<file path="src/rtl/mf3_queue.sv">
module mf3_queue #(
  parameter int unsigned WIDTH = 35,
  parameter int unsigned DEPTH = 4
) (
  input  logic                       clk,
  input  logic                       rst_n,
  input  logic                       push_valid,
  input  logic [WIDTH-1:0]           push_data,
  input  logic                       pop,
  output logic                       pop_valid,
  output logic [WIDTH-1:0]           pop_data,
  output logic [$clog2(DEPTH+1)-1:0] count
);

  localparam int unsigned PW = (DEPTH > 1) ? $clog2(DEPTH) : 1;
  localparam int unsigned CW = $clog2(DEPTH + 1);

  logic [WIDTH-1:0] slot_r [DEPTH];
  logic [PW-1:0]    wr_ptr_r, wr_ptr_nxt;
  logic [PW-1:0]    rd_ptr_r, rd_ptr_nxt;
  logic [CW-1:0]    count_r, count_nxt;
  logic             do_push, do_pop;

  assign do_pop    = pop & (count_r != '0);
  assign do_push   = push_valid & (count_r != CW'(DEPTH));
  assign pop_valid = (count_r != '0);
  assign pop_data  = slot_r[rd_ptr_r];
  assign count     = count_r;

  // pointer and fill bookkeeping
  always_comb begin
    wr_ptr_nxt = wr_ptr_r;
    rd_ptr_nxt = rd_ptr_r;
    count_nxt  = count_r;
    if (do_push) begin
      wr_ptr_nxt = (wr_ptr_r == PW'(DEPTH - 1)) ? '0 : wr_ptr_r + 1'b1;
    end
    if (do_pop) begin
      rd_ptr_nxt = (rd_ptr_r == PW'(DEPTH - 1)) ? '0 : rd_ptr_r + 1'b1;
    end
    case ({do_push, do_pop})
      2'b10:   count_nxt = count_r + 1'b1;
      2'b01:   count_nxt = count_r - 1'b1;
      default: count_nxt = count_r;
    endcase
  end

  always_ff @(posedge clk) begin
    if (!rst_n) begin
      wr_ptr_r <= '0;
      rd_ptr_r <= '0;
      count_r  <= '0;
    end else begin
      wr_ptr_r <= wr_ptr_nxt;
      rd_ptr_r <= rd_ptr_nxt;
      count_r  <= count_nxt;
    end
  end

  // storage slots
  always_ff @(posedge clk) begin
    if (do_push) begin
      slot_r[wr_ptr_r] <= push_data;
    end
  end

endmodule

</file>
<file path="config.mk">
export PLATFORM = sky130hd
export DESIGN_NAME = mf3_queue
export DESIGN_NICKNAME = d
export VERILOG_FILES = /design/src/rtl/mf3_queue.sv
export SDC_FILE = /design/constraint.sdc
export NUM_CORES = 1
export LEC_CHECK = 0
export CAP_MARGIN = 10
export CORE_UTILIZATION = 55
export CTS_CLUSTER_DIAMETER = 120
export DETAILED_ROUTE_END_ITERATION = 7
export DONT_BUFFER_PORTS = 1
export PLACE_DENSITY = 0.76
export SYNTH_ARGS = -nofsm -noshare
export SYNTH_HDL_FRONTEND = slang
export SYNTH_SLANG_ARGS = --single-unit
</file>
<file path="constraint.sdc">
create_clock -name clk -period 2.55 [get_ports clk]
set_clock_uncertainty 0.2 [all_clocks]
set_input_delay 0.3825 -clock clk [delete_from_list [all_inputs] [get_ports clk]]
set_output_delay 0.3825 -clock clk [all_outputs]
set_load 0.01 [all_outputs]
</file>
== Word-level counts from Yosys, hierarchy flattened ==
Memory sizes are Yosys's and may differ from the RTL's. A register that Yosys moved wholly into a read port is not among the register bits.
Index checks and enable logic that the tools add are counted.
Cells by class
  add/sub/neg operators: 4
  eq/ne operators: 5
  mux-type cells: 7
  bitwise gates (word level): 2
  reduce and logical (&&, ||, !) cells: 2
Operators with widths (count)
  $mux 2: 4
  $eq 2x2->1 const B: 3
  $pmux 3 s2: 1
  $add 2x1->2 const B: 2
  $add 3x1->3 const B: 1
  $ne 3x3->1 const B: 1
  $reduce_bool 3->1: 1
  $sub 3x1->3 const B: 1
  $and 1x1->1: 2
  $eq 2x1->1 const B: 1
  $mux 1: 2
  $reduce_bool 2->1: 1
Storage, ports and cells
  bits in registers: 7
  RAM bits: 140
  input bits: 39
  output and inout port bits: 39
  word-level logic and storage cells: 24
  memories: 1
Memories
  slot_r: words 4, width 35, read ports 1, clocked after memory_dff 1, write ports 1, RTL line 18  | logic [WIDTH-1:0] slot_r [DEPTH];

== Logic depth before layout (Yosys ltp) ==
Gate-level depths: netlist of the first run.
  depth after elaboration: 4
  gate-level depth with buffers: 9

== Worst setup path before layout of the first run ==
OpenSTA, ideal clock, no wires.
  kind: register to register
  start: register count_r[2] (netlist: count[2])
  end: register count_r[2] (netlist: count[2])
  data arrival time: 2.297 ns
  data required time: 2.274 ns
  slack: -0.022 ns
  cell stages (with the launch flop): 10
  buffers on the path: 0
  period minus slack after synthesis: 2.572 ns
  cell sequence: dfxtp_1 > or3b_4 > and2_4 > inv_1 > ha_1 > inv_1 > fa_1 > xor2_1 > or3_2 > a21boi_0
Between the ends
  cells in the longest elaborated chain, start to end: 4
  elaborated cells on any way between the ends: 10
Ends and longest elaborated chain
  from (decl): RTL line 21  | logic [CW-1:0] count_r, count_nxt;
  from (signal assigned): RTL line 56  | count_r <= count_nxt;
  $ne 3x3->1 or $reduce_bool 3->1 (tied branches): RTL line 25, 24
  $and 1x1->1 (on tied branches): RTL line 25, 24
  $eq 2x1->1 or $eq 2x2->1 (tied branches): RTL line 41  | case ({do_push, do_pop})
  $pmux 3 s2 or $reduce_bool 2->1 (tied branches)
Several ways; a longest one is shown, not always the timed one.
A chain may end at the register's enable or synchronous reset.

==> results of run 1 <==
-- state kept, by name, indices dropped and copies added, names as in the netlist, named ones only --
signal    cells
count         3
rd_ptr_r      2
slot_r      140
wr_ptr_r      2
-- cell families after synthesis --
| group | share of synthesized area |
|---|---|
| fa+ha+maj | 0.0171 |
| simple gates | 0.0222 |
| xor+xnor | 0.00314 |
| flops | 0.786 |
| buf+inv | 0.0168 |
| mux | 0.147 |
| compound gates | 0.00718 |
-- cells in the final DEF (no fill, tap or decap), drive strengths merged, types with 2 or more instances in the layout --
cell type      n
and3           4
clkinvlp       2
bufinv         3
mux4          35
edfxtp       140
nor2           2
nand3          2
o21ai          5
clkbuf        17
inv            9
clkinv         8
dfxtp          9
dlygate4sd3   38
or3            2
ha             6
and2           3
buf            8
nand2          6
-- Yosys cell counts (all sizes together), types with 2 or more instances --
master	n	area [sq um]
o21ai	5	25.0
nand2	6	22.5
dfxtp	9	180
inv	7	26.3
mux4	35	811
clkbuf	2	7.51
nor2	2	7.51
and3	4	30.0
and2	3	21.3
edfxtp	140	4200
or3	2	15.0
nand3	2	10.0
ha	6	75.1
buf	7	60.1
-- cell type report --
type / count / area [sq um]
Sequential cell: 149 / 4390
Timing Repair Buffer: 46 / 465
Clock inverter: 15 / 181
Clock buffer: 17 / 414
Tap cell: 133 / 166
Fill cell: 638 / 3050
Multi-Input combinational cell: 73 / 1120
Inverter: 7 / 26.3
-- power by group --
group	leakage (nW)	total (mW)	internal [mW]	switching (mW)
combinational	0.561	1.30	0.609	0.693
sequential	1.36	3.06	2.96	0.0929
clock	0.285	2.46	1.50	0.967
total	2.21	6.82	5.07	1.75
-- routing by layer --
| metal | vias to the layer above | GRT usage | part of all wire |
|---|---|---|---|
| li1 | 1110 | - | - |
| met1 | 1273 | 0.223 | 0.40 |
| met2 | 73 | 0.326 | 0.53 |
| met3 | 9 | 0.0766 | 0.060 |
| met4 | 0 | 0.0857 | 0.010 |
| met5 | - | 0 | 0 |
-- worst paths after layout --
path / startpoint / end / slack, ps / cells past startpoint
setup / recovery: register / pop_data[4] / 120 / 2
hold / removal: wr_ptr_r[1] / wr_ptr_r[1] / 300 / 2
setup reg to reg: count[0] / count[2] / 190 / 9
hold reg to reg: wr_ptr_r[1] / wr_ptr_r[1] / 300 / 2
-- stage by stage --
stage | utilization | instance area (sq um)
final | 0.689 | 6770
after global routing | 0.689 | 6770
after CTS | 0.687 | 6740
after detailed placement | 0.587 | 5760
after global placement | 0.587 | 5760
after floorplan | - | 5580
-- tightest hold or removal path: stages, from the launching register on --
cell	delay, ps
dfxtp_1	330
nand2_1	70
mux2i_1	50
-- timing repair --
| item | CTS | global route |
|---|---|---|
| setup endpoints to repair | 1 | 1 |
| pin swaps | 0 | 2 |
| resized for setup | 3 | 6 |
| hold buffers | 38 | 0 |
| endpoints found under the hold margin | 149 | 0 |
==> qor.yml, run 1 <==
grt_pass1_vias: 2653
worst_slew_pin_slew_ps: 941
setup_ws_ps: 121
vias: 2465
die_h_um: 103
drt_iter0_drc: 72
cts_tree: "done"
crit_path_start_kind: "register"
core_area_sq_mm: 0.00982
gp_congestion: 0.689
maxCapViolations: 0
cts_max_level: 4
hold_path_class: "reg2reg"
crit_type: "reg2out"
num_io_pins: 78
slowest_stage: "mux4_1"
finalSetupViolCount: 0
ys_seq_area_frac: 0.786
path_buf_inv: 1
cts_root_buffer: "clkbuf_8"
grt_util_all_layers: 0.195
power.leakage_nw: 2.21
ys_ff_latch: 149
hold_ws_ps: 300
crit_required_ps: 1970
slowest_delay_ps: 670
synthesis.area_sq_mm: 0.00558
dpl.hpwl_mm: 5.15
syn-instance-count: 238
viasPerCell: 5.60
vdd_drop_max_v: 0.000561
endpoint_kind: "output pin"
yosysWarnings: 0
drv_slew: 0
synth_edf_count: 140
total_power_mw: 6.82
n_antenna_cell: 0
critPathMaxFanout: 14
drive_gt1_frac: 0.270
crit_path_cell_trace: "buf_4, mux4_1"
worst-endpoint-arrival_ps: 1850
fin_setup_tns_ps: 0
final_antenna_net_count: 0
drt_wl_total_mm: 9.37
nets: 340
place_ws_ps: -33.8
ctsLongestPathBuffers: 2
fmax_mhz: 412
grt_max_degree: 36
area.growth.synth_to_final_pct: 21.3
remaining_drc_errors: 0
cts_made_buffers: 17
rsz0062_at_grt: "false"
die_x_um: 103
portBuffers: 0
die_area_sq_mm: 0.0105
row_count: 36
initial_core_util: 0.568
cts_num_sinks: 149
ys_types: 26
hold_violations: 0
min_period_ps: 2430
synth.avg_cell_area_sq_um: 23.4
status: "finished, final reports clean"
p_per_area_mw_per_mm2: 1010
dp_cells: 370
grt_pass1_wl_mm: 13.9
drtPass1Iterations: 4
post-route-period-util: 0.952
antenna_found_initial: 0
cts_setup_buffers: 0
synthArstFlopShare: 0
ys.flop_type: "edfxtp_1"
layout.cells.non_filler: 440
relSlewSlack: 0.373
synth_nets: 284
drt-wirelength-per-cell_um: 21.3
critPathTopFamily: "multiplexers"
clkTransAtPathRegs_ps: 70
clock_latency_ps: 520
grt_overflow: 0
Note: power is estimated with default switching activity, not from simulation.
==> inputs of run 2 (changes only) <==
==> config.mk (replaced) <==
export PLATFORM = sky130hd
export DESIGN_NAME = mf3_queue
export DESIGN_NICKNAME = d
export VERILOG_FILES = /design/src/rtl/mf3_queue.sv
export SDC_FILE = /design/constraint.sdc
export NUM_CORES = 1
export LEC_CHECK = 0
export BUFFER_PORTS_ARGS = -buffer_cell sky130_fd_sc_hd__buf_2
export CAP_MARGIN = 10
export CORE_UTILIZATION = 51
export CTS_CLUSTER_DIAMETER = 120
export DETAILED_ROUTE_END_ITERATION = 7
export PLACE_DENSITY = 0.78
export SYNTH_ARGS = -nofsm -noshare
export SYNTH_HDL_FRONTEND = slang
export SYNTH_SLANG_ARGS = --single-unit
==> run 2 against run 1 <==
Register-to-register slack worse by 90 ps. Combinational power grew 19%. Clock power is 9.8% lower. Sequential share of layout area is 2.9 points lower. Core utilization decreased by 1.3 points. Worst setup slack worse by 37 ps. Largest cell class unchanged.
==> qor.yml, run 2 (synthesized netlist as in run 1, its figures left out) <==
status: "finished, final reports clean"
drt-wirelength-per-cell_um: 18.9  # -11%
drt_iter0_drc: 130  # +81%
finalSetupViolCount: 0  # unchanged
grt_util_all_layers: 0.188  # -0.00641
worst-endpoint-arrival_ps: 1880  # +30 ps
nets: 419  # +23%
crit_path_cell_trace: "buf_12, mux4_1, buf_2"
drive_gt1_frac: 0.413  # +0.143
die_area_sq_mm: 0.0114  # +7.7%
grt_pass1_wl_mm: 15.1  # +8.7%
gp_congestion: 0.718  # +4.2%
min_period_ps: 2470  # +37.1 ps
path_buf_inv: 2  # +1
r2r_start: "count[1]"
path_depth: 3  # +1
num_io_pins: 78  # unchanged
ctsLongestPathBuffers: 2  # unchanged
grt_max_degree: 36  # unchanged
drtPass1Iterations: 5  # +1
clkTransAtPathRegs_ps: 60  # about the same
maxCapViolations: 0  # unchanged
p_per_area_mw_per_mm2: 963  # -4.5%
critPathTopFamily: "multiplexers"
crit_type: "reg2out"
vdd_drop_max_v: 0.000609  # +8.5%
worstHoldStart: "pop"
place_area_sq_mm: 0.00614  # +6.5%
grt_pass1_vias: 2954  # +11%
drt_wl_total_mm: 9.83  # +4.9%
slowest_delay_ps: 620  # -50 ps
hold_violations: 0  # unchanged
power.leakage_nw: 2.49  # +13%
drv_slew: 0  # unchanged
layout.cells.non_filler: 521  # +18%
dpl.hpwl_mm: 5.40  # +4.7%
n_antenna_cell: 0  # unchanged
vias: 2802  # +14%
row_count: 37  # +2.8%
post-route-period-util: 0.967  # +0.0145
clock_latency_ps: 510  # about the same
slowest_stage: "mux4_1"
cts_num_sinks: 149  # unchanged
area.growth.synth_to_final_pct: 26.9
cts_root_buffer: "clkbuf_8"
crit_required_ps: 1970  # about the same
critPathMaxFanout: 21  # +7
endpoint_kind: "output pin"
cts_max_level: 4  # unchanged
grt_overflow: 0  # unchanged
portBuffers: 77  # +77
cts_tree: "done"
antenna_found_initial: 0  # unchanged
remaining_drc_errors: 0  # unchanged
fmax_mhz: 406  # -1.5%
initial_core_util: 0.533  # -0.0349
top_register: "slot_r"
cts_made_buffers: 17  # unchanged
hold_ws_ps: 145  # -155 ps
die_h_um: 107  # +3.8%
layout_commonest_cell: "edfxtp_1"
rsz0062_at_grt: "false"
crit_path_start_kind: "register"
final_antenna_net_count: 0  # unchanged
dp_cells: 450  # +22%
holdPathStages: 4  # +2
viasPerCell: 5.38  # -4.0%
relSlewSlack: 0.362  # -0.0103
largest_reg_flops: 140  # unchanged
fin_area_sq_mm: 0.00707  # +4.5%
r2r_cells: 9  # unchanged
core_area_sq_mm: 0.0105  # +6.5%
hold_path_class: "in2reg"
final_cell_mix: "edfxtp_1 (140), buf_2 (77), dlygate4sd3_1 (38)"
fillerInstances: 728  # +14%
die_x_um: 107  # +3.8%
worst_slew_pin_slew_ps: 956  # +15.4 ps
## run 2: path summary, 6_finish.rpt
path,to,slack (ps)
worst max-delay path,pop_data[22],80
worst max register to register,count[2],100
worst min-delay path,register,150
worst min register to register,wr_ptr_r[1],340
## run 2: layout make-up
class / instances / area (sq um) / share of cell area
Inverter: 7 / 26.3 / 0.00371
Timing Repair Buffer: 125 / 857 / 0.121
Sequential cell: 149 / 4390 / 0.620
Clock inverter: 13 / 111 / 0.0157
Tap cell: 136 / 170 / 0.0241
Clock buffer: 18 / 418 / 0.0591
Multi-Input combinational cell: 73 / 1100 / 0.156
## run 2: what timing repair did
action / CTS / global route
endpoints found under the hold margin: 142 / 0
hold buffers: 38 / 0
endpoints found under the setup margin: 3 / 1
buffers inserted: 1 / 1
resized for setup: 2 / 2
pin swaps: 0 / 2
## run 2: report_power, final
part / leakage [nW] / total [mW] / switching [mW] / internal, mW
combinational: 0.876 / 1.55 / 0.768 / 0.783
clock: 0.253 / 2.22 / 0.939 / 1.28
sequential: 1.36 / 3.04 / 0.0776 / 2.96
total: 2.49 / 6.81 / 1.78 / 5.02
## run 2: worst register-to-register path, cell delays in order (launching register included)
cell and delay (ps):
dfxtp_1 320, or3b_4 390, and2_4 180, inv_1 60, ha_2 170, inv_1 50, fa_2 330, xor2_1 150
or3_2 400, a21boi_1 120
## run 2: stage by stage
stage                     setup WS, ps  utilization  setup TNS [ps]  power, mW
after floorplan                   13.8            -               0       4.05
after global placement            29.8        0.587               0       4.54
after detailed placement         -20.9        0.587           -20.9       4.58
after CTS                         2.76        0.675               0       6.85
after global routing             0.918        0.676               0       7.10
final                             84.3        0.676               0       6.81
## run 2: routing by layer
layer,global-route usage,part of all wire,vias up
met5,0,0,-
met3,0.0607,0.049,7
met1,0.222,0.41,1440
met2,0.329,0.53,97
li1,-,-,1258
met4,0.0597,0.0087,0
