===== src/rtl/mf3_pkg.sv =====
package mf3_pkg;

  // item kinds on the input side
  localparam logic KIND_PIXEL = 1'b0;
  localparam logic KIND_DRAIN = 1'b1;

  // configuration register indexes
  localparam logic CFG_IMAGE_WIDTH  = 1'b0;
  localparam logic CFG_IMAGE_HEIGHT = 1'b1;

  // field widths fixed by the interface
  localparam int unsigned DATA_W   = 8;
  localparam int unsigned CFG_W    = 16;
  localparam int unsigned WIDTH_W  = 11;
  localparam int unsigned HEIGHT_W = 16;
  localparam int unsigned BL_W     = WIDTH_W + 1;

  // queue between the front and back parts
  localparam int unsigned Q_DEPTH = 4;
  localparam int unsigned Q_CNT_W = $clog2(Q_DEPTH + 1);

  // what the back part does with one window column
  typedef struct packed {
    logic emit;
    logic interior;
    logic last;
  } mf3_meta_t;

  localparam int unsigned META_W = $bits(mf3_meta_t);

endpackage


===== src/rtl/mf3_back.sv =====
module mf3_back #(
  parameter int unsigned PIXEL_BITS = 8
) (
  input  logic                        clk,
  input  logic                        rst_n,
  // queue side
  input  logic                        q_valid,
  input  mf3_pkg::mf3_meta_t          q_meta,
  input  logic [PIXEL_BITS-1:0]       q_lo,
  input  logic [PIXEL_BITS-1:0]       q_mid,
  input  logic [PIXEL_BITS-1:0]       q_hi,
  input  logic [PIXEL_BITS-1:0]       q_near,
  output logic                        q_pop,
  // result items
  output logic                        out_tvalid,
  input  logic                        out_tready,
  output logic [mf3_pkg::DATA_W-1:0]  out_tdata,
  output logic                        out_tlast
);

  import mf3_pkg::*;

  localparam int unsigned PB = PIXEL_BITS;

  function automatic logic [PB-1:0] max3(input logic [PB-1:0] a, b, c);
    logic [PB-1:0] m;
    m = (a > b) ? a : b;
    return (m > c) ? m : c;
  endfunction

  function automatic logic [PB-1:0] min3(input logic [PB-1:0] a, b, c);
    logic [PB-1:0] m;
    m = (a < b) ? a : b;
    return (m < c) ? m : c;
  endfunction

  function automatic logic [PB-1:0] med3(input logic [PB-1:0] a, b, c);
    logic [PB-1:0] lo, hi;
    lo = (a < b) ? a : b;
    hi = (a < b) ? b : a;
    return (c < lo) ? lo : ((c > hi) ? hi : c);
  endfunction

  // sorted columns of the window: c1 older, c2 newer; c2 keeps its raw near pixel
  logic [PB-1:0] c1_lo_r, c1_mid_r, c1_hi_r;
  logic [PB-1:0] c2_lo_r, c2_mid_r, c2_hi_r, c2_near_r;

  // reduction stage
  logic          s2_valid_r;
  logic [PB-1:0] s2_lo_r, s2_mid_r, s2_hi_r, s2_centre_r;
  logic          s2_interior_r, s2_last_r;

  // output register
  logic          out_valid_r;
  logic [PB-1:0] out_pix_r;
  logic          out_last_r;

  logic          s3_ready, s2_ready;

  assign s3_ready = ~out_valid_r | out_tready;
  assign s2_ready = ~s2_valid_r | s3_ready;
  assign q_pop    = q_valid & (~q_meta.emit | s2_ready);

  // window shift on every popped column
  always_ff @(posedge clk) begin
    if (!rst_n) begin
      c1_lo_r   <= '0;
      c1_mid_r  <= '0;
      c1_hi_r   <= '0;
      c2_lo_r   <= '0;
      c2_mid_r  <= '0;
      c2_hi_r   <= '0;
      c2_near_r <= '0;
    end else if (q_pop) begin
      c1_lo_r   <= c2_lo_r;
      c1_mid_r  <= c2_mid_r;
      c1_hi_r   <= c2_hi_r;
      c2_lo_r   <= q_lo;
      c2_mid_r  <= q_mid;
      c2_hi_r   <= q_hi;
      c2_near_r <= q_near;
    end
  end

  // max of lows, median of mids, min of highs over the shifted window
  always_ff @(posedge clk) begin
    if (!rst_n) begin
      s2_valid_r <= 1'b0;
    end else if (q_pop && q_meta.emit) begin
      s2_valid_r <= 1'b1;
    end else if (s3_ready) begin
      s2_valid_r <= 1'b0;
    end
  end

  always_ff @(posedge clk) begin
    if (q_pop && q_meta.emit) begin
      s2_lo_r       <= max3(c1_lo_r, c2_lo_r, q_lo);
      s2_mid_r      <= med3(c1_mid_r, c2_mid_r, q_mid);
      s2_hi_r       <= min3(c1_hi_r, c2_hi_r, q_hi);
      s2_centre_r   <= c2_near_r;
      s2_interior_r <= q_meta.interior;
      s2_last_r     <= q_meta.last;
    end
  end

  // final median or border pass-through into the output register
  always_ff @(posedge clk) begin
    if (!rst_n) begin
      out_valid_r <= 1'b0;
    end else if (s3_ready) begin
      out_valid_r <= s2_valid_r;
    end
  end

  always_ff @(posedge clk) begin
    if (s3_ready && s2_valid_r) begin
      out_pix_r  <= s2_interior_r ? med3(s2_lo_r, s2_mid_r, s2_hi_r) : s2_centre_r;
      out_last_r <= s2_last_r;
    end
  end

  assign out_tvalid = out_valid_r;
  assign out_tdata  = DATA_W'(out_pix_r);
  assign out_tlast  = out_last_r;

endmodule


===== config.mk =====
export PLATFORM = sky130hd
export DESIGN_NAME = mf3_back
export DESIGN_NICKNAME = d
export VERILOG_FILES = /design/src/rtl/mf3_pkg.sv /design/src/rtl/mf3_back.sv
export SDC_FILE = /design/constraint.sdc
export NUM_CORES = 1
export LEC_CHECK = 0
export ABC_CLOCK_PERIOD_IN_PS = 3900
export BUFFER_PORTS_ARGS = -buffer_cell sky130_fd_sc_hd__buf_4
export CAP_MARGIN = 15
export CORE_MARGIN = 2
export CORE_UTILIZATION = 55
export CTS_CLUSTER_DIAMETER = 80
export CTS_CLUSTER_SIZE = 20
export DETAILED_ROUTE_END_ITERATION = 6
export GPL_TIMING_DRIVEN = 0
export HOLD_SLACK_MARGIN = 0.03
export PLACE_DENSITY_LB_ADDON = 0.1
export SYNTH_ARGS = -nofsm -noshare
export SYNTH_HDL_FRONTEND = slang
export SYNTH_SLANG_ARGS = --single-unit

===== constraint.sdc =====
create_clock -name clk -period 3.9 [get_ports clk]
set_clock_uncertainty 0.05 [all_clocks]
set_input_delay 0.39 -clock clk [delete_from_list [all_inputs] [get_ports clk]]
set_output_delay 0.39 -clock clk [all_outputs]
set_load 0.05 [all_outputs]

# Word level (Yosys, flattened, before mapping)
# Cells that the tools add are included.
# word_totals
reg_bits,101
inputBits,39
word_cells,52
# classes
n_lt_le_gt_ge,10
muxes,15
n_bitwise,7
n_reduce_logical,3
# ops
op,n
two-way mux 8 bit,13
less-than comparator 8 bit,6
greater-than comparator 8 bit,4
inverter 1 bit,3
OR 1 bit,3
logical AND 1 bit,2
two-way mux 1 bit,2
nonzero test 2 bit,1
AND 1 bit,1

# Longest topological paths before layout
# Gate-level depths: netlist of run 1.
# logic_depth
ltp_word,7
depth_mapped,15
depth_no_buf,14

# Worst setup path after synthesis of run 1
# OpenSTA, ideal clock, no wires.
# synth_timing
path_type,register to register
start,reg s2_lo_r[2]
end,reg out_pix_r[6] (netlist: out_tdata[6]) (data pin)
arrival_time_ps,3563
required_time_ps,3579
setup_slack_ps,16
path_stages_with_launch,15
n_path_buf,2
synth_period_minus_slack_ps,3884
path_cell_list,edfxtp_1 > ha_1 > a211oi_1 > o21ai_0 > a21oi_4 > buf_4 > mux2i_1 > ha_1 > a2111oi_0 > o2111ai_1 > a211o_1 > o211ai_1 > or2_2 > buf_2 > o221ai_1
# synth_between
elab_chain_len,6
word_cells_on_any_way,8
classes_between,order compare (3); mux (5)
# synth_rtl
element,line_no,source
from (decl),mf3_back.sv:50,"logic [PB-1:0] s2_lo_r, s2_mid_r, s2_hi_r, s2_centre_r;"
from (signal assigned),mf3_back.sv:98,"s2_lo_r <= max3(c1_lo_r, c2_lo_r, q_lo);"
less-than comparator 8 bit,"mf3_back.sv:39, mf3_back.sv:40",
two-way mux 8 bit,mf3_back.sv:40,hi = (a < b) ? b : a;
greater-than comparator 8 bit,mf3_back.sv:41,return (c < lo) ? lo : ((c > hi) ? hi : c);
two-way mux 8 bit,mf3_back.sv:41,
two-way mux 8 bit (*),mf3_back.sv:41,
two-way mux 8 bit (*),mf3_back.sv:118,"out_pix_r <= s2_interior_r ? med3(s2_lo_r, s2_mid_r, s2_hi_r) : s2_centre_r;"
to (signal assigned),mf3_back.sv:118,
to (decl),mf3_back.sv:55,logic [PB-1:0] out_pix_r;
# Mark *: on every way between the ends. The rest lies on a longest branch, timed or not.
# A chain may end at the register's enable or synchronous reset.

# Worst setup path in the final report of run 1
# layout_timing
start,reg s2_lo_r[2]
end,reg out_pix_r[5] (netlist: out_tdata[5]) (data pin)
# Same word-level chain as after synthesis.

==> run metrics, run 1 <==
status finished, final reports clean; DIE AREA 0.01267 sq mm; Area growth syn-to-layout 16.29%; Die Y about 110 um; first-pass GRT wire length 24,230 um; Max Slew Vio Count 0; Flop pwr share a little over two fifths; Tot Pwr around 0.0029 W; initial antenna violation count 0; WL/cell approximately 17 um; Core Footprint 0.01147 sq mm; length of the first detailed-routing pass in iterations 5; PortBufs 48; Worst path depth 13; max_slew headroom 39.30%; Critical-path top delay cell edfxtp_1; Critical Path Start Type flop; combinational fraction of design power approximately a quarter; CTS Buffer Depth 2; Ys Warns 0; Syn Area/Cell approximately 9.6 sq um; critical register-to-register path startpoint s2_lo_r[2]$_DFFE_PP_; main flop type after synthesis dfxtp_1; clock latency on the worst-skew pair approximately 0.35 ns; Vias 5,043; Worst setup startpoint s2_lo_r[2]$_DFFE_PP_; share of cells above drive strength 1 between 10% and 20%; MaxCap Viol Count 0; commonest non-fill, non-tap cells in the layout nand2_1, ha_1, inv_1; worst path cell trace ha_1 > a211oi_1 > o21ai_1 > a21oi_4 > buf_8 > mux2i_4 > ha_4 > a2111oi_4 > o2111ai_2 > a211o_1 > o211ai_1 > nand2_1 > o221ai_1; I/O pin cnt 50; vias in the first global route between 4k and 5k; commonest non-fill, non-tap cell in the layout nand2_1; Post-synth EDFFs 43; clock slew at reported path FFs 0.07 ns; Cell Area, Synth 0.006481 sq mm; total wire length 15,020 um; worst path bufs/invs 1; slack of the critical path around 0.15 ns; # DRC 0; Setup violations, final 0; switching part of the total 29.88%; critical path peak fanout 10; die width 112.6 um; worst hold path class in2reg; CTS Sinks 101; critical path type reg2reg; FF+latch count, synth ~100; TritonCTS Buffers 9; gr ovfl total 0; largest net degree at the start of global routing 21; clock period minus worst slack 3.753 ns; P per Cell Area approximately 380 mW/mm^2; nets@finish 855; Max Fclk 266.4 MHz; Mapped Cells 672; sequential fraction of the synthesis area 37.84%; dpl hpwl 11,390 um; Final ANT Viol Nets 0; final hold viol count 0; final period utilization approximately 96%; clock power share 32.0%; hold depth 1; initial drt markers 230; Reg-to-Reg End out_tdata[5]$_DFFE_PP_; Worst R2R Path Depth 13; Leak Pwr 3.279 nW; WHS Endpoint s2_last_r$_DFFE_PP_; Critical Path Max Stage Delay 0.42 ns; Worst Tran Pin Value 0.9105 ns; Internal 0.002032 W; Initial Util approximately 57%; CP Data Arrival Time between 3 and 4 ns; dpl ws -0.5848 ns; row count 39; min-delay src q_meta[0]; GRT Total Usage between 20% and 30%; synth unique cells around 50; Root Driver clkbuf_16; antenna fix cells 0; FF-to-FF setup slack about 0.15 ns; CTS Hold Buffers Added 0; Worst EP required 4.02 ns; VDD IR max 302.8 uV; ys async rst share 0%; Syn Nets 785; CTS tree yes; Switch Pwr 0.0008660 W; Top delay family on crit path compound AO/OA/AOI/OAI gates; CTS H-tree depth 3; Crit. End Element flop; Placer Congestion between 0.9 and 1; Vias/cell 5.666
==> metrics by stage <==
stage	std cells	hold slack, ns	util (%)	setup TNS, ns	area [sq um]
after floorplan	672	0.3503	-	0	6481
after global placement	863	0.3548	61.22	-4.101	7020
after detailed placement	864	0.3711	61.35	-5.881	7036
after CTS	881	0.1553	64.42	0	7387
after global routing	890	0.1597	65.73	-0.4024	7537
final	890	0.1671	65.73	0	7537
==> final cells by class <==
class	instances	area [sq um]
Sequential cell	101	2456
Multi-Input combinational cell	483	3776
Fill cell	909	3930
Clock inverter	7	81.33
Inverter	66	247.7
Clock buffer	9	225.2
Timing Repair Buffer	60	457.9
Buffer	21	113.9
Tap cell	143	178.9
==> repair_timing <==
item,CTS,global route
buffers inserted,1,10
endpoints found under the setup margin,23,31
gates resized for setup,9,18
pin swaps,1,4
==> cell families (layout without fill, tap and decap cells) <==
kind of cell	Yosys count	in the layout	share of synthesized area, %
buffers and inverters	88	163	5.540
AO/OA/AOI/OAI	144	144	16.70
AND/OR/NAND/NOR	181	181	11.81
multiplexers	84	84	13.82
flip-flops	101	101	37.84
adder cells (fa/ha/maj)	74	74	14.29
==> layer usage <==
metal	up-vias	global-route usage [%]	part of all wire, %
li1	2508	-	-
met1	2410	30.59	45
met2	95	41.92	49
met3	30	3.132	3.0
met4	0	9.837	2.8
met5	-	0	0
==> flip-flops by register name, summed over array words and instances (netlist names), 8 cells and up <==
| name | count |
|---|---|
| c1_hi_r | 8 |
| c1_lo_r | 8 |
| c1_mid_r | 8 |
| c2_hi_r | 8 |
| c2_lo_r | 8 |
| c2_mid_r | 8 |
| c2_near_r | 8 |
| out_tdata | 8 |
| s2_centre_r | 8 |
| s2_hi_r | 8 |
| s2_lo_r | 8 |
| s2_mid_r | 8 |
==> power by group through the flow <==
stage / Combinational, W / Clock [W] / Sequential, W
floorplan: 0.000487 / 0 / 0.00124
finish: 0.000755 / 0.000928 / 0.00121
global placement: 0.000657 / 0 / 0.00123
CTS: 0.000698 / 0.000948 / 0.00121
detailed placement: 0.000680 / 0 / 0.00124
global route: 0.000828 / 0.000985 / 0.00122
==> cells in the mapped netlist (2+ instances only) <==
| cell type | n | area share (%) |
|---|---|---|
| dfxtp_1 | 58 | 18 |
| inv_1 | 66 | 3.8 |
| a211oi_1 | 2 | 0.23 |
| a21oi_2 | 2 | 0.27 |
| and3_1 | 4 | 0.39 |
| a21boi_0 | 57 | 6.6 |
| nor3_1 | 6 | 0.46 |
| a211o_1 | 4 | 0.54 |
| edfxtp_1 | 43 | 20 |
| o21a_1 | 9 | 1.0 |
| a21o_1 | 11 | 1.3 |
| clkbuf_1 | 17 | 0.98 |
| nand3_1 | 9 | 0.69 |
| nor2b_1 | 8 | 0.77 |
| o221ai_1 | 7 | 0.95 |
| a21oi_1 | 22 | 1.7 |
| nand2_1 | 130 | 7.5 |
| nand4_1 | 4 | 0.39 |
| ha_1 | 74 | 14 |
| mux2i_1 | 40 | 6.2 |
| nor2_1 | 11 | 0.64 |
| nand2b_1 | 4 | 0.39 |
| nand3b_1 | 2 | 0.23 |
| mux2_2 | 44 | 7.6 |
| o21ai_0 | 14 | 1.1 |
==> how the worst max path moves through the flow <==
stage,end,slack (ns)
final,out_tdata[5]$_DFFE_PP_,0.15
after global routing,out_tdata[5]$_DFFE_PP_,-0.08
after CTS,s2_lo_r[4]$_DFFE_PP_,0.02
after detailed placement,out_tdata[6]$_DFFE_PP_,-0.58
after global placement,out_tdata[6]$_DFFE_PP_,-0.50
after floorplan,out_tdata[6]$_DFFE_PP_,0.02
Note: power is estimated with default switching activity, not from simulation.
==> inputs of run 2 (changes only) <==
--- a/config.mk
+++ b/config.mk
@@ -5,6 +5,7 @@
 export SDC_FILE = /design/constraint.sdc
 export NUM_CORES = 1
 export LEC_CHECK = 0
+export ABC_AREA = 1
 export ABC_CLOCK_PERIOD_IN_PS = 3900
 export BUFFER_PORTS_ARGS = -buffer_cell sky130_fd_sc_hd__buf_4
 export CAP_MARGIN = 15
==> run 2 against run 1 <==
Final area is 5.7% lower. Via count increased by 12%. Die area shrank 3.8%. Critical endpoint is now s2_lo_r[4]$_DFFE_PP_. Largest cell class unchanged.
==> run metrics, run 2 <==
status finished, final reports clean; Crit. End Element flop; Top delay family on crit path compound AO/OA/AOI/OAI gates; first-pass GRT wire length 25,100 um (+3.6%); gr ovfl total 0 (unchanged); Cell Area, Synth 0.006225 sq mm (-4.0%); Flop pwr share 37.5% (-4.4 points); main combinational cell family by area after synthesis simple AND/OR/NAND/NOR gates; Placer Congestion 0.9456 (+0.66%); row count 38 (-2.6%); critical path type reg2reg; minimum hold slack 0.1659 ns (-0.001168 ns); max_slew headroom 38.26% (-1.0 points); Reg-to-Reg End s2_lo_r[4]$_DFFE_PP_; synth cell count leaders nand2_1, o21ai_0, inv_1; Internal 0.002104 W (+3.6%); nets@finish 973 (+14%); Syn Nets 913 (+16%); total wire length 15,730 um (+4.8%); Switch Pwr 0.001275 W (+47%); area share of and/or/nand/nor cells after synthesis 19.04% (+7.2 points); worst path bufs/invs 4 (+3); Area growth syn-to-layout 14.23%; Final ANT Viol Nets 0 (unchanged); commonest non-fill, non-tap cells in the layout nand2_1, o21ai_0, inv_1; MaxCap Viol Count 0 (unchanged); CTS Hold Buffers Added 0 (unchanged); ys async rst share 0% (unchanged); Critical Path Max Stage Delay 0.38 ns (-0.04 ns); Max Fclk 278.4 MHz (+4.5%); initial drt markers 597 (+160%); Placed Area 0.006788 sq mm (-3.5%); post-synthesis mux area share 0% (-14 points); PortBufs 48 (unchanged); CTS H-tree depth 3 (unchanged); CTS Buffer Depth 2 (unchanged); # DRC 0 (unchanged); length of the first detailed-routing pass in iterations 5 (unchanged); Worst Tran Pin Value 0.9261 ns (+0.01563 ns); critical path peak fanout 10 (unchanged); Critical Path Sink s2_lo_r[4]$_DFFE_PP_; combinational fraction of design power 36.0% (+9.9 points); sequential fraction of the synthesis area 39.40% (+1.6 points); Initial Util 56.92% (+0.40 points); dpl hpwl 12,370 um (+8.6%); CTS tree yes; main flop type after synthesis dfxtp_1; I/O pin cnt 50 (unchanged); DIE AREA 0.01218 sq mm (-3.8%); commonest non-fill, non-tap cell in the layout nand2_1; Die Y 110.4 um (-1.9%); CP Data Arrival Time 3.68 ns (-0.20 ns); Mapped Cells 800 (+19%); VDD IR max 240.2 uV (-21%); WL/cell 15.64 um (-7.3%); clock power share 26.5% (-5.5 points); worst path cell trace inv_1 > ha_1 > nand2_1 > o21ai_0 > nor2b_1 > o32ai_4 > buf_4 > nand2_1 > o21ai_0 > ha_1 > nand4_1 > o31ai_1 > inv_1 > buf_2 > o21ai_1; Setup violations, final 0 (unchanged); Root Driver clkbuf_16; Max Slew Vio Count 0 (unchanged); FF+latch count, synth 101 (unchanged); Synth Area in XOR/XNOR 0% (unchanged); design area 0.007111 sq mm (-5.7%); Worst R2R Path Depth 15 (+2); Core Footprint 0.01094 sq mm (-4.6%); FF-to-FF setup slack 0.31 ns (+0.16 ns); TritonCTS Buffers 9 (unchanged); initial antenna violation count 1 (+1); Critical-path top delay cell o31ai_1; critical register-to-register path startpoint c2_lo_r[3]$_SDFFE_PN0P_; clock latency on the worst-skew pair 0.35 ns (about the same); post-synth top area share 20.74% (+0.82 points); CTS Sinks 101 (unchanged); top post-synthesis cells by area edfxtp_1, dfxtp_1, ha_1; Synth Area in Adders 14.87% (+0.59 points); Synth Area in Compound Gates 19.02% (+2.3 points); largest net degree at the start of global routing 28 (+33%); Post-synth EDFFs 43 (unchanged); fin util 65.02% (-0.71 points); clock period minus worst slack 3.593 ns (-0.1608 ns); Yosys top cell by area edfxtp_1; P per Cell Area 475.2 mW/mm^2 (+24%); share of cells above drive strength 1 11.33% (-8.3 points); Vias 5,627 (+12%); Tot Pwr 0.003379 W (+17%); Vias/cell 5.593 (-1.3%); Ys Warns 0 (unchanged); final hold viol count 0 (unchanged); most frequent cell after synthesis nand2_1; final period utilization 92.12% (-4.1 points); setup_tns 0 ns (unchanged); switching part of the total 37.73% (+7.8 points); unrepaired setup endpoints after global routing false; Worst EP required 3.98 ns (-0.04 ns); # fillers 957 (+5.3%); synth unique cells 30 (-39%); vias in the first global route 5,335 (+7.4%); die width 110.4 um (-1.9%); GRT Total Usage 27.04% (+2.8 points); clock slew at reported path FFs 0.08 ns (about the same); Critical Path Start Type flop; worst hold path class in2reg; Leak Pwr 3.293 nW (+0.41%); Syn Area/Cell 7.781 sq um (-19%); Worst path depth 15 (+2); Worst setup startpoint c2_lo_r[3]$_SDFFE_PN0P_
-- run 2: cell types whose count changed after synthesis, sizes merged, moves of 11 or more --
cell | before | now
nor2 | 11 | 52
nand3 | 9 | 36
a21oi | 25 | 91
inv | 66 | 94
nand2 | 130 | 184
mux2 | 44 | 0
o21ai | 14 | 117
a21boi | 57 | 1
mux2i | 40 | 0
a21o | 11 | 0
-- run 2: worst min-delay path by stage --
stage	start	slack, ns	cells after the start	endpoint
3_5_place_dp	s2_last_r$_DFFE_PP_	0.37	0	out_tlast$_DFFE_PP_
2_1_floorplan	s2_last_r$_DFFE_PP_	0.35	0	out_tlast$_DFFE_PP_
6_report	q_meta[0]	0.17	1	s2_last_r$_DFFE_PP_
5_1_grt	q_meta[0]	0.15	1	s2_last_r$_DFFE_PP_
4_1_cts	q_meta[0]	0.16	1	s2_last_r$_DFFE_PP_
3_3_place_gp	s2_last_r$_DFFE_PP_	0.35	0	out_tlast$_DFFE_PP_
-- run 2: power by group through the flow --
stage,Clock [W],Combinational (W),Sequential [W]
detailed placement,0,0.00119,0.00129
finish,0.000895,0.00122,0.00127
CTS,0.000908,0.00119,0.00127
global placement,0,0.00113,0.00129
floorplan,0,0.000855,0.00129
global route,0.000946,0.00139,0.00127
-- run 2: repair_timing --
action / 4_1_cts / 5_1_grt
setup buffers: 0 / 0
setup endpoints to repair: 0 / 7
hold endpoints to repair: 0 / 0
resized for setup: 0 / 11
-- run 2: per-layer routing --
| metal | share of wire, % | track usage, % | vias up |
|---|---|---|---|
| met1 | 43 | 34.13 | 2583 |
| met3 | 5.7 | 4.821 | 33 |
| met5 | 0 | 0 | - |
| li1 | - | - | 2826 |
| met4 | 2.2 | 9.286 | 0 |
| met2 | 49 | 46.63 | 185 |
-- run 2: cell families (layout without fill, tap and decap cells) --
logic type      after synthesis  after routing
compound gates              222            222
fa+ha+maj                    74             74
buf+inv                     123            188
flops                       101            101
other cells                   0              1
simple gates                280            280
-- run 2: stage by stage --
step                      instances  setup slack [ns]
final                          1006            0.3074
after CTS                      1005           0.05884
after global routing           1005          0.009419
after detailed placement        989            0.1146
after floorplan                 800            0.8295
after global placement          988            0.1592
-- run 2: final cells by class --
cell class	count	area, sq um	area share, %
Tap cell	140	175.2	2.463
Inverter	94	352.8	4.962
Multi-Input combinational cell	576	3309	46.54
Clock buffer	9	225.2	3.167
Buffer	29	126.4	1.777
Timing Repair Buffer	49	387.9	5.455
Clock inverter	7	78.83	1.109
Sequential cell	101	2452	34.49
Antenna cell	1	2.502	0.03519
-- run 2: worst reg2reg max path: stages, from the launching register on --
cell and delay (ns):
dfxtp_1 0.35, inv_1 0.06, ha_1 0.29, nand2_1 0.13, o21ai_0 0.16, nor2b_1 0.22
o32ai_4 0.15, buf_4 0.22, nand2_1 0.06, o21ai_0 0.14, ha_1 0.37, nand4_1 0.13
o31ai_1 0.38, inv_1 0.16, buf_2 0.22, o21ai_1 0.30
==> inputs of run 3 (changes only) <==
--- a/config.mk
+++ b/config.mk
@@ -16,7 +16,7 @@
 export DETAILED_ROUTE_END_ITERATION = 6
 export GPL_TIMING_DRIVEN = 0
 export HOLD_SLACK_MARGIN = 0.03
-export PLACE_DENSITY_LB_ADDON = 0.1
+export PLACE_DENSITY = 0.82
 export SYNTH_ARGS = -nofsm -noshare
 export SYNTH_HDL_FRONTEND = slang
 export SYNTH_SLANG_ARGS = --single-unit
==> run 3 against run 2 <==
Non-clock buffer count down 1. Clock power up 2.9%. Hold slack better by 0.0050 ns. Sequential power hardly changed. Global-route usage down 0.48 points. Via count up 0.82%. Wire length down 3.1%. Setup slack lost 0.053 ns. Highest routed layer unchanged. Final cell count shrank 0.20%.
==> run metrics, run 3 (synthesis gave the netlist of run 2 again) <==
Max Fclk 274.3 MHz (-1.5%); Vias/cell 5.650 (+1.0%); row count 38 (unchanged); CTS tree yes; VDD IR max 289.3 uV (+20%); Max Slew Vio Count 0 (unchanged); share of cells above drive strength 1 11.11% (-0.22 points); initial drt markers 434 (-27%); Root Driver clkbuf_16; Vias 5,673 (+0.82%); PortBufs 48 (unchanged); commonest non-fill, non-tap cells in the layout nand2_1, o21ai_0, inv_1; register area 0.002452 sq mm (unchanged); Leak Pwr 3.282 nW (-0.32%); Post-CTS Setup Inserts 0 (unchanged); vias in the first global route 5,343 (+0.15%); clock power share 27.2% (+0.7 points); status finished, final reports clean; CTS Buffer Depth 2 (unchanged); WHS Endpoint s2_last_r$_DFFE_PP_; critical path peak fanout 10 (unchanged); first-pass GRT wire length 24,980 um (-0.47%); clock period minus worst slack 3.646 ns (+0.05345 ns); Multi-input gate area 0.003306 sq mm (-0.11%); dpl hpwl 11,310 um (-8.6%); final hold viol count 0 (unchanged); CP Data Arrival Time 3.67 ns (about the same); Area growth syn-to-layout 14.11%; # DRC 0 (unchanged); FF-to-FF setup slack 0.25 ns (-0.05 ns); combinational fraction of design power 35.3% (-0.7 points); Critical Path Start Type flop; Initial Util 56.92% (unchanged); critical register-to-register path startpoint c2_mid_r[7]$_SDFFE_PN0P_; WL/cell 15.18 um (-2.9%); Internal 0.002153 W (+2.3%); DIE AREA 0.01218 sq mm (unchanged); Top delay family on crit path compound AO/OA/AOI/OAI gates; Setup violations, final 0 (unchanged); worst hold path class in2reg; CTS Sinks 101 (unchanged); final period utilization 93.49% (+1.4 points); Crit. End Element flop; Worst setup startpoint c2_mid_r[7]$_SDFFE_PN0P_; P per Cell Area 476.1 mW/mm^2 (+0.19%); total wire length 15,240 um (-3.1%); Worst EP required 3.93 ns (-0.05 ns); MaxCap Viol Count 0 (unchanged); fin util 64.95% (-0.069 points); initial antenna violation count 0 (-1); gr ovfl total 0 (unchanged); critical path type reg2reg; hold depth 1 (unchanged); Placer Congestion 0.8998 (-4.8%); # fillers 930 (-2.8%); I/O pin cnt 50 (unchanged); die width 110.4 um (unchanged); Core Footprint 0.01094 sq mm (unchanged); Critical Path Max Stage Delay 0.63 ns (+0.25 ns); Reg-to-Reg End s2_mid_r[4]$_DFFE_PP_; TritonCTS Buffers 9 (unchanged); CTS Hold Buffers Added 0 (unchanged); largest net degree at the start of global routing 26 (-7.1%); Worst R2R Path Depth 15 (unchanged); Die Y 110.4 um (unchanged); GRT Total Usage 26.56% (-0.48 points); nets@finish 972 (-0.10%); clock slew at reported path FFs 0.07 ns (about the same); antenna fix cells 0 (-1); Critical-path top delay cell a211oi_2; worst path bufs/invs 3 (-1); length of the first detailed-routing pass in iterations 5 (unchanged); max_slew headroom 33.76% (-4.5 points); Placed Area 0.006788 sq mm (unchanged); worst path cell trace inv_1 > ha_1 > a21oi_1 > o21a_1 > nand2_2 > clkbuf_1 > o21ai_0 > inv_1 > ha_1 > a21oi_1 > nor2_1 > a211oi_2 > nand2_4 > nand2_1 > nand2_1; Switch Pwr 0.001229 W (-3.6%); design area 0.007103 sq mm (-0.11%); Final ANT Viol Nets 0 (unchanged); CTS resizes 0 (unchanged); clock latency on the worst-skew pair 0.34 ns (about the same); Worst Tran Pin Value 0.9937 ns (+0.06755 ns); switching part of the total 36.33% (-1.4 points); Flop pwr share 37.5% (about the same); commonest non-fill, non-tap cell in the layout nand2_1; CTS H-tree depth 3 (unchanged); min-delay src q_meta[0]
-- run 3: area by class of cell --
type	instances	share of cell area (%)
tap	140	2.466
clock buffer	9	3.171
multi-input combinational	576	46.54
clock inverter	7	1.163
sequential	101	34.53
inverter	94	4.967
timing repair buffer	49	5.461
buffer	28	1.709
-- run 3: layer usage --
| metal | share of wire (%) | vias up | GRT usage [%] |
|---|---|---|---|
| li1 | - | 2814 | - |
| met1 | 42 | 2586 | 33.46 |
| met2 | 48 | 232 | 46.19 |
| met3 | 6.2 | 41 | 4.233 |
| met4 | 2.9 | 0 | 9.286 |
| met5 | 0 | - | 0 |
-- run 3: worst max-delay path by stage --
stage                                  to  slack [ns]  cells after the start
floorplan            s2_lo_r[2]$_DFFE_PP_        0.83                     18
global placement     s2_lo_r[2]$_DFFE_PP_        0.14                     18
detailed placement   s2_lo_r[2]$_DFFE_PP_        0.10                     18
CTS                  s2_lo_r[2]$_DFFE_PP_        0.08                     18
global route         s2_lo_r[3]$_DFFE_PP_       -0.02                     18
finish              s2_mid_r[4]$_DFFE_PP_        0.25                     15
-- run 3: power groups by stage --
stage / clock network, W / registers [W] / logic [W]
floorplan: 0 / 0.00129 / 0.000855
global placement: 0 / 0.00129 / 0.00112
detailed placement: 0 / 0.00129 / 0.00115
CTS: 0.000921 / 0.00127 / 0.00118
global route: 0.000963 / 0.00128 / 0.00137
finish: 0.000921 / 0.00127 / 0.00119
-- run 3: metrics by stage --
stage / hold WS [ns] / std cells / setup slack [ns] / TNS (ns) / power [W]
2_1_floorplan: 0.3503 / 800 / 0.8295 / 0 / 0.002149
3_3_place_gp: 0.3567 / 988 / 0.1370 / 0 / 0.002403
3_5_place_dp: 0.3545 / 989 / 0.1043 / 0 / 0.002444
4_1_cts: 0.1672 / 1005 / 0.07678 / 0 / 0.003365
5_1_grt: 0.1637 / 1004 / -0.02322 / -0.02322 / 0.003613
6_report: 0.1709 / 1004 / 0.2540 / 0 / 0.003382
